$ cat src/rtl/tlg_pkg.sv
// Shared types and constants of the toroidal life grid engine.
// Used by tlg_life_rule and the top level; depends on nothing.
package tlg_pkg;

    localparam int GRID_DIM_DEF  = 32;
    localparam int COORD_W       = 5;
    localparam int COORD_SPAN    = 1 << COORD_W;
    localparam int CMD_W         = 3;

    localparam logic [CMD_W-1:0] CMD_CLEAR  = 3'd0;
    localparam logic [CMD_W-1:0] CMD_SET    = 3'd1;
    localparam logic [CMD_W-1:0] CMD_TOGGLE = 3'd2;
    localparam logic [CMD_W-1:0] CMD_STEP   = 3'd3;
    localparam logic [CMD_W-1:0] CMD_QUERY  = 3'd4;
    localparam logic [CMD_W-1:0] CMD_POLL   = 3'd5;

    // B3/S23 neighbor counts
    localparam int LIFE_BIRTH   = 3;
    localparam int LIFE_SURVIVE = 2;

    typedef struct packed {
        logic [CMD_W-1:0]   cmd;
        logic [COORD_W-1:0] col;
        logic [COORD_W-1:0] row;
        logic               cell_value;
    } req_item_t;

    typedef struct packed {
        logic alive;
        logic was_alive;
        logic just_activated;
        logic just_deactivated;
        logic updated_flag;
    } rsp_item_t;

endpackage

$ cat src/rtl/tlg_ram.sv
// Generic single-write, single-read synchronous RAM with registered read data.
// Standalone; no package dependencies.
module tlg_ram #(
    parameter int WIDTH = 32,
    parameter int DEPTH = 32
) (
    input  logic                     clk,
    input  logic                     we,
    input  logic [$clog2(DEPTH)-1:0] waddr,
    input  logic [WIDTH-1:0]         wdata,
    input  logic [$clog2(DEPTH)-1:0] raddr,
    output logic [WIDTH-1:0]         rdata
);

    logic [WIDTH-1:0] mem [DEPTH];

    always_ff @(posedge clk)
    begin
        if (we)
        begin
            mem[waddr] <= wdata;
        end
        rdata <= mem[raddr];
    end

endmodule

$ cat src/rtl/tlg_life_rule.sv
// Next-generation rule for one grid row, columns wrap around.
// Uses tlg_pkg for the birth and survival counts.
module tlg_life_rule #(
    parameter int N = tlg_pkg::GRID_DIM_DEF
) (
    input  logic [N-1:0] up,
    input  logic [N-1:0] mid,
    input  logic [N-1:0] dn,
    output logic [N-1:0] nxt
);

    for (genvar c = 0; c < N; c++)
    begin : g_cell
        localparam int LF = (c == 0) ? N - 1 : c - 1;
        localparam int RT = (c == N - 1) ? 0 : c + 1;
        logic [3:0] cnt;

        assign cnt = 4'(up[LF]) + 4'(up[c]) + 4'(up[RT])
                   + 4'(mid[LF]) + 4'(mid[RT])
                   + 4'(dn[LF]) + 4'(dn[c]) + 4'(dn[RT]);

        assign nxt[c] = (cnt == 4'(tlg_pkg::LIFE_BIRTH))
                     || (mid[c] && (cnt == 4'(tlg_pkg::LIFE_SURVIVE)));
    end

endmodule

$ cat src/rtl/toroidal_life_grid_engine.sv
// Top level of the toroidal life grid engine: command sequencer, row valid bits,
// current/previous grid RAMs. Depends on tlg_pkg, tlg_ram, tlg_life_rule.
//
//  channel | dir | handshake            | payload
//  --------+-----+----------------------+---------------------------
//  req     | in  | req_valid, req_stall | tlg_pkg::req_item_t
//  rsp     | out | rsp_valid, rsp_stall | tlg_pkg::rsp_item_t
//
// One item at a time. Clear, poll and unused codes go to S_DONE; set, toggle and
// query pass through S_ACCESS (row read through the RAM read latency); step runs
// the row walk, which reads one row of the current grid per cycle and writes one
// row of both grids per cycle. Reset and clear invalidate the per-row valid bits,
// so no clearing pass is needed. A result waiting in the output register does not
// block acceptance; only finishing the next item waits for the slot.
module toroidal_life_grid_engine #(
    parameter int GRID_DIM = tlg_pkg::GRID_DIM_DEF
) (
    input  logic                clk,
    input  logic                rst_n,
    input  logic                req_valid,
    output logic                req_stall,
    input  tlg_pkg::req_item_t  req,
    output logic                rsp_valid,
    input  logic                rsp_stall,
    output tlg_pkg::rsp_item_t  rsp
);

    localparam int RW   = $clog2(GRID_DIM);
    localparam int TW   = $clog2(GRID_DIM + 3);
    localparam int SPAN = tlg_pkg::COORD_SPAN;

    localparam logic [TW-1:0] T_ROW0     = TW'(2);
    localparam logic [TW-1:0] T_FIRST_WR = TW'(3);
    localparam logic [TW-1:0] T_LAST_RD  = TW'(GRID_DIM);
    localparam logic [TW-1:0] T_LAST     = TW'(GRID_DIM + 2);

    // coordinate reduction table, built at elaboration
    function automatic logic [SPAN*RW-1:0] build_wrap();
        logic [SPAN*RW-1:0] lut;
        lut = '0;
        for (int i = 0; i < SPAN; i++)
        begin
            lut[i*RW +: RW] = RW'(i % GRID_DIM);
        end
        return lut;
    endfunction

    localparam logic [SPAN*RW-1:0] WRAP_LUT = build_wrap();

    typedef enum logic [1:0] {S_IDLE, S_ACCESS, S_STEP, S_DONE} state_t;

    state_t                 state_reg;
    logic [TW-1:0]          t_reg;
    logic [GRID_DIM-1:0]    cur_valid_reg;
    logic [GRID_DIM-1:0]    prev_valid_reg;
    logic                   cur_ok_reg;
    logic                   prev_ok_reg;
    logic                   changed_flag_reg;
    logic                   rsp_valid_reg;
    tlg_pkg::rsp_item_t     rsp_reg;
    tlg_pkg::rsp_item_t     rsp_next;

    tlg_pkg::req_item_t     item_reg;
    logic [RW-1:0]          row_reg;
    logic [RW-1:0]          col_reg;
    tlg_pkg::rsp_item_t     res_reg;
    logic [GRID_DIM-1:0]    a_reg;
    logic [GRID_DIM-1:0]    b_reg;
    logic [GRID_DIM-1:0]    row0_reg;

    logic                   accept;
    logic                   slot_free;
    logic                   done_fire;
    logic [RW-1:0]          req_row_w;
    logic [RW-1:0]          req_col_w;
    logic [TW-1:0]          t_m1;
    logic [TW-1:0]          t_m3;
    logic [RW-1:0]          raddr;
    logic [GRID_DIM-1:0]    cur_rdata;
    logic [GRID_DIM-1:0]    prev_rdata;
    logic [GRID_DIM-1:0]    cur_rd;
    logic [GRID_DIM-1:0]    prev_rd;
    logic [GRID_DIM-1:0]    inc_row;
    logic [GRID_DIM-1:0]    rule_next;
    logic [GRID_DIM-1:0]    cur_edit;
    logic [GRID_DIM-1:0]    prev_edit;
    logic                   new_bit;
    logic                   edit_we;
    logic                   step_we;
    logic                   ram_we;
    logic [RW-1:0]          waddr;
    logic [GRID_DIM-1:0]    cur_wdata;
    logic [GRID_DIM-1:0]    prev_wdata;
    logic                   cmd_sets_flag;

    assign req_stall = (state_reg != S_IDLE);
    assign accept    = req_valid && !req_stall;
    assign slot_free = !rsp_valid_reg || !rsp_stall;
    assign done_fire = (state_reg == S_DONE) && slot_free;
    assign rsp_valid = rsp_valid_reg;
    assign rsp       = rsp_reg;

    assign req_row_w = WRAP_LUT[RW*req.row +: RW];
    assign req_col_w = WRAP_LUT[RW*req.col +: RW];

    assign t_m1 = t_reg - TW'(1);
    assign t_m3 = t_reg - TW'(3);

    always_comb
    begin
        unique case (state_reg)
            S_IDLE:   raddr = req_row_w;
            S_STEP:   raddr = (t_reg == '0) ? RW'(GRID_DIM - 1) : t_m1[RW-1:0];
            default:  raddr = row_reg;
        endcase
    end

    // rows never written since reset or clear read as dead
    assign cur_rd  = cur_rdata & {GRID_DIM{cur_ok_reg}};
    assign prev_rd = prev_rdata & {GRID_DIM{prev_ok_reg}};

    // the last row's lower neighbor is the old row 0, already overwritten
    assign inc_row = (t_reg == T_LAST) ? row0_reg : cur_rd;

    always_comb
    begin
        new_bit   = (item_reg.cmd == tlg_pkg::CMD_SET) ? item_reg.cell_value
                                                        : ~cur_rd[col_reg];
        cur_edit  = cur_rd;
        prev_edit = prev_rd;
        cur_edit[col_reg]  = new_bit;
        prev_edit[col_reg] = new_bit;
    end

    always_comb
    begin
        rsp_next              = res_reg;
        rsp_next.updated_flag = (item_reg.cmd == tlg_pkg::CMD_POLL) && changed_flag_reg;
    end

    assign edit_we = (state_reg == S_ACCESS)
                  && ((item_reg.cmd == tlg_pkg::CMD_SET) || (item_reg.cmd == tlg_pkg::CMD_TOGGLE));
    assign step_we = (state_reg == S_STEP) && (t_reg >= T_FIRST_WR);
    assign ram_we  = edit_we || step_we;
    assign waddr      = step_we ? t_m3[RW-1:0] : row_reg;
    assign cur_wdata  = step_we ? rule_next : cur_edit;
    assign prev_wdata = step_we ? b_reg : prev_edit;

    assign cmd_sets_flag = (item_reg.cmd == tlg_pkg::CMD_CLEAR)
                        || (item_reg.cmd == tlg_pkg::CMD_SET)
                        || (item_reg.cmd == tlg_pkg::CMD_TOGGLE)
                        || (item_reg.cmd == tlg_pkg::CMD_STEP);

    tlg_ram #(
        .WIDTH (GRID_DIM),
        .DEPTH (GRID_DIM)
    ) u_cur_ram (
        .clk   (clk),
        .we    (ram_we),
        .waddr (waddr),
        .wdata (cur_wdata),
        .raddr (raddr),
        .rdata (cur_rdata)
    );

    tlg_ram #(
        .WIDTH (GRID_DIM),
        .DEPTH (GRID_DIM)
    ) u_prev_ram (
        .clk   (clk),
        .we    (ram_we),
        .waddr (waddr),
        .wdata (prev_wdata),
        .raddr (raddr),
        .rdata (prev_rdata)
    );

    tlg_life_rule #(
        .N (GRID_DIM)
    ) u_rule (
        .up  (a_reg),
        .mid (b_reg),
        .dn  (inc_row),
        .nxt (rule_next)
    );

    always_ff @(posedge clk or negedge rst_n)
    begin
        if (!rst_n)
        begin
            state_reg        <= S_IDLE;
            t_reg            <= '0;
            cur_valid_reg    <= '0;
            prev_valid_reg   <= '0;
            cur_ok_reg       <= 1'b0;
            prev_ok_reg      <= 1'b0;
            changed_flag_reg <= 1'b1;
            rsp_valid_reg    <= 1'b0;
            rsp_reg          <= '0;
        end
        else
        begin
            cur_ok_reg  <= cur_valid_reg[raddr];
            prev_ok_reg <= prev_valid_reg[raddr];

            if (rsp_valid_reg && !rsp_stall && !done_fire)
            begin
                rsp_valid_reg <= 1'b0;
            end

            if (ram_we)
            begin
                cur_valid_reg[waddr]  <= 1'b1;
                prev_valid_reg[waddr] <= 1'b1;
            end

            unique case (state_reg)
                S_IDLE:
                begin
                    if (accept)
                    begin
                        t_reg <= '0;
                        priority if ((req.cmd == tlg_pkg::CMD_SET)
                                  || (req.cmd == tlg_pkg::CMD_TOGGLE)
                                  || (req.cmd == tlg_pkg::CMD_QUERY))
                        begin
                            state_reg <= S_ACCESS;
                        end
                        else if (req.cmd == tlg_pkg::CMD_STEP)
                        begin
                            state_reg <= S_STEP;
                        end
                        else
                        begin
                            state_reg <= S_DONE;
                        end
                    end
                end
                S_ACCESS:
                begin
                    state_reg <= S_DONE;
                end
                S_STEP:
                begin
                    t_reg <= t_reg + TW'(1);
                    if (t_reg == T_LAST)
                    begin
                        state_reg <= S_DONE;
                    end
                end
                S_DONE:
                begin
                    if (slot_free)
                    begin
                        rsp_valid_reg <= 1'b1;
                        rsp_reg       <= rsp_next;
                        if (item_reg.cmd == tlg_pkg::CMD_POLL)
                        begin
                            changed_flag_reg <= 1'b0;
                        end
                        else if (cmd_sets_flag)
                        begin
                            changed_flag_reg <= 1'b1;
                        end
                        if (item_reg.cmd == tlg_pkg::CMD_CLEAR)
                        begin
                            cur_valid_reg  <= '0;
                            prev_valid_reg <= '0;
                        end
                        state_reg <= S_IDLE;
                    end
                end
                default:
                begin
                    state_reg <= S_IDLE;
                end
            endcase
        end
    end

    always_ff @(posedge clk)
    begin
        if (accept)
        begin
            item_reg <= req;
            row_reg  <= req_row_w;
            col_reg  <= req_col_w;
            res_reg  <= '0;
        end

        if ((state_reg == S_ACCESS) && (item_reg.cmd == tlg_pkg::CMD_QUERY))
        begin
            res_reg.alive            <= cur_rd[col_reg];
            res_reg.was_alive        <= prev_rd[col_reg];
            res_reg.just_activated   <= cur_rd[col_reg] && !prev_rd[col_reg];
            res_reg.just_deactivated <= prev_rd[col_reg] && !cur_rd[col_reg];
        end

        // three-row window slides down one row per cycle of the walk
        if ((state_reg == S_STEP) && (t_reg != '0))
        begin
            a_reg <= b_reg;
            b_reg <= inc_row;
            if (t_reg == T_ROW0)
            begin
                row0_reg <= inc_row;
            end
        end
    end

    a_step_fills_grid: assert property (@(posedge clk) disable iff (!rst_n)
        ((state_reg == S_DONE) && (item_reg.cmd == tlg_pkg::CMD_STEP))
        |-> ((&cur_valid_reg) && (&prev_valid_reg)))
        else $error("step finished with rows left unwritten");

    a_walk_no_overlap: assert property (@(posedge clk) disable iff (!rst_n)
        (step_we && (t_reg <= T_LAST_RD)) |-> (waddr != raddr))
        else $error("row walk writes the row it is reading");

    a_rsp_from_done: assert property (@(posedge clk) disable iff (!rst_n)
        $rose(rsp_valid_reg) |-> $past(state_reg == S_DONE))
        else $error("result raised outside the finish state");

    a_poll_clears: assert property (@(posedge clk) disable iff (!rst_n)
        (done_fire && (item_reg.cmd == tlg_pkg::CMD_POLL)) |=> !changed_flag_reg)
        else $error("poll left the updated flag set");

endmodule
$ cat config.mk
export PLATFORM = sky130hd
export DESIGN_NAME = toroidal_life_grid_engine
export DESIGN_NICKNAME = d
export VERILOG_FILES = /design/src/rtl/tlg_pkg.sv /design/src/rtl/tlg_ram.sv /design/src/rtl/tlg_life_rule.sv /design/src/rtl/toroidal_life_grid_engine.sv
export SDC_FILE = /design/constraint.sdc
export NUM_CORES = 2
export LEC_CHECK = 0
export BUFFER_PORTS_ARGS = -buffer_cell sky130_fd_sc_hd__buf_2
export CORE_ASPECT_RATIO = 1.2
export CORE_MARGIN = 1
export CORE_UTILIZATION = 58
export DETAILED_ROUTE_END_ITERATION = 7
export PLACE_DENSITY = 0.74
export RECOVER_POWER = 25
export SYNTH_ARGS = -nofsm -noshare
export SYNTH_HDL_FRONTEND = slang
export SYNTH_HIERARCHICAL = 1
export SYNTH_SLANG_ARGS = --single-unit
$ cat constraint.sdc
create_clock -name clk -period 9.35 [get_ports clk]
set_clock_uncertainty 0.1 [all_clocks]
set_input_delay 2.3375 -clock clk [delete_from_list [all_inputs] [get_ports clk]]
set_output_delay 2.3375 -clock clk [all_outputs]
set_load 0.02 [all_outputs]
==> results.toml <==
[routing]
vias_per_cell = 6.46
dr.pass1.iters = 6
drc_errors = 0
wl_per_cell_um = 28.6
drt_wl_total_um = 245000
vias = 55200
final_antenna_net_count = 1
drt-initial-drc-count = 6345

[placed_design]
post-dp-hpwl_um = 127000
io_buffers = 24
finalWeightedCongestion = 0.889

[die]
die_w_um = 375
die_h_um = 449
core_um2 = 165000
dieArea_um2 = 168000
rows = 163
start_util = 0.586
num_io_pins = 25

[clock_tree]
clk_pin_slew_ns = 0.06
clk_latency_ns = 0.86
ctsRootBufferMaster = "clkbuf_16"
clock_sinks = 2307
post-cts-setup-buffers = 0
clockBufferDepth = 3
cts_hold_buf = 0
cts_tree = "built"
h-tree-depth = 4
post_cts_resized = 0
cts_buffers = 213

[timing]
final.setup.tns_ns = 0
fin_crit_ns = 6.88
timing.final.crit_share = 0.736
relSlewSlack = -1.87
max_freq_mhz = 145
slew_viol_final = 233
finalSetupViolCount = 0
final-hold-violation-count = 0
rsz0062_at_grt = "no"
worst_slew_pin_slew_ns = 4.31

[yosys]
ys_warn_count = 6
yosysSeqAreaShare = 0.706
avgSynthCellArea_um2 = 15.7
synthCells = 6140
synth_top_area_cell = "edfxtp_1"
synth_common_cells = "2162 x edfxtp_1, 1030 x mux2i_1, 343 x nand2_1"
ys_ff_latch = 2307
synthDistinctLibCells = 65
async_flop_share = 0.0351
syn-num-nets = 6391
synth_edf_count = 2162
ys.flop_type = "edfxtp_1"
synth_area_um2 = 96700
synth_top_area_frac = 0.672
netlist_top_cells_area = "edfxtp_1 67%, mux2i_1 11%, fa_1 2.7%"
yosysMostFrequentCell = "edfxtp_1"

[grt]
grt-ovfl-total = 0
grt_max_degree = 130
grt_usage = 0.289
grt_pass1_vias = 55000
grt_antenna_before_repair = 3
grt_pass1_wl_um = 357000

[hold_path]
hp-class = "reg -> reg"

[critical_path]
max_stage_delay_ns = 1.26
cp.arrival_ns = 7.23
critPathKind = "reg -> reg"
critPathRequiredTime_ns = 9.71
path_cells = "clkbuf_1 > nand2_1 > o21ai_0 > inv_1 > fa_1 > fa_1 > inv_1 > ha_1 > fa_1 > or2_2 > a21oi_1 > inv_1 > o22ai_2"
cp_top_family = "compound AO/OA/AOI/OAI gates"
path_max_fanout = 37
path_buf_inv = 4
cpMaxStageDelayCell = "dfrtp_1"
crit_path_end_kind = "flop"
cp-start-kind = "flop"

[power]
p_total_mw = 38.6
p_leak_nw = 39.0
ir_worst_vdd_mv = 0.413
pwr_density_cell_nw_per_um2 = 361

[final_layout]
syn2layout_area_growth_pct = 10.6
nets = 6458
fillers = 11200
layout-drive-gt1-share = 0.103
largestRegisters = "u_cur_ram/mem (1024), u_prev_ram/mem (1024)"

[status]
violations = "antenna rules, capacitance limit, slew limit"
status = "complete, but fails checks"

[flow_run]
drv_cap = 5
area by class of cell:
type | count | area (µm²) | share of cell area
Clock buffer | 278 | 5720 | 0.0535
Antenna cell | 7 | 17.5 | 0.000164
Sequential cell | 2307 | 68200 | 0.638
Tap cell | 2145 | 2680 | 0.0251
Multi-Input combinational cell | 3264 | 26600 | 0.249
Timing Repair Buffer | 187 | 1400 | 0.0131
Inverter | 234 | 886 | 0.00828
Clock inverter | 126 | 1390 | 0.0130
per-layer routing:
metal / routed length (µm) / vias up / track usage
li1: - / 23700 / -
met1: 92300 / 28100 / 0.373
met2: 122000 / 2793 / 0.488
met3: 20300 / 606 / 0.0437
met4: 10600 / 0 / 0.125
met5: 0 / - / 0
where the power goes:
part	total (mW)	switching (mW)	internal, mW	leakage, nW
combinational	16.0	10.2	5.86	14.1
clock	8.82	3.82	5.00	3.48
sequential	13.7	0.554	13.2	21.5
worst reg2reg max path: cells and delay by family (launching register included):
family | cells | cell delay, ns
AOI/OAI and AO/OA | 3 | 1.63
buffers and inverters | 4 | 1.46
and+or+nand+nor | 2 | 0.40
adders and majority gates | 4 | 1.60
DFF | 1 | 1.26
placed cells by master (no fill, tap or decap), types with 8 or more instances in the layout:
cell / synthesis / final
a21oi_1: 257 / 257
a221oi_1: 14 / 14
a22o_1: 131 / 131
a22oi_1: 199 / 199
a311oi_1: 17 / 17
a31oi_1: 132 / 79
a31oi_2: 0 / 42
a31oi_4: 0 / 11
and4_1: 14 / 14
buf_12: 0 / 14
buf_4: 72 / 119
bufinv_16: 0 / 24
clkbuf_1: 146 / 101
clkbuf_16: 0 / 213
clkbuf_8: 0 / 15
clkinv_1: 1 / 28
clkinv_2: 0 / 49
clkinvlp_4: 0 / 9
dfrtp_1: 80 / 80
dfxtp_1: 64 / 64
edfxtp_1: 2162 / 2162
fa_1: 128 / 128
ha_1: 105 / 105
inv_1: 232 / 231
mux2i_1: 1030 / 1030
mux4_2: 16 / 16
nand2_1: 343 / 340
nand3_1: 336 / 336
nand3b_1: 11 / 11
nor2_1: 184 / 126
nor2_4: 0 / 57
nor3_1: 68 / 68
o21a_1: 66 / 66
o21ai_0: 81 / 81
or2_2: 31 / 31
xor2_1: 8 / 8
final timing paths:
check | start | end | slack [ns] | cells past startpoint
min reg2reg | res_reg[4] | rsp[4] | 0.38 | 1
max reg2reg | cur_ok_reg | u_cur_ram/mem[13][14] | 2.47 | 13
max in group asynchronous | rst_n | prev_valid_reg[22] | 3.80 | 1
max | cur_ok_reg | u_cur_ram/mem[13][14] | 2.47 | 13
min | res_reg[4] | rsp[4] | 0.38 | 1
min in group asynchronous | rst_n | t_reg[3] | 2.90 | 1
metrics by stage:
stage / std cells / cell area (µm²) / worst slack, ns / utilization / hold slack (ns)
6_report: 8548 / 107000 / 2.47 / 0.648 / 0.385
5_1_grt: 8542 / 107000 / 2.07 / 0.648 / 0.403
4_1_cts: 8539 / 107000 / 3.22 / 0.649 / 0.390
3_5_place_dp: 8135 / 100000 / 2.77 / 0.606 / 0.376
3_3_place_gp: 8135 / 100000 / 2.87 / 0.606 / 0.354
2_1_floorplan: 6140 / 96700 / 3.61 / - / 0.355
kinds of logic (layout without fill, tap and decap cells):
kind of cell	Yosys count	after routing	share of synthesized area
muxes	1051	1051	0.111
adders and majority gates	233	233	0.0401
buffers and inverters	569	825	0.0283
xor gates and xnor gates	10	10	0.000906
other	0	7	0
DFF	2307	2307	0.706
AOI/OAI and AO/OA	923	923	0.0636
and+or+nand+nor	1047	1047	0.0502
No activity file was read; power rests on OpenSTA's default activity.
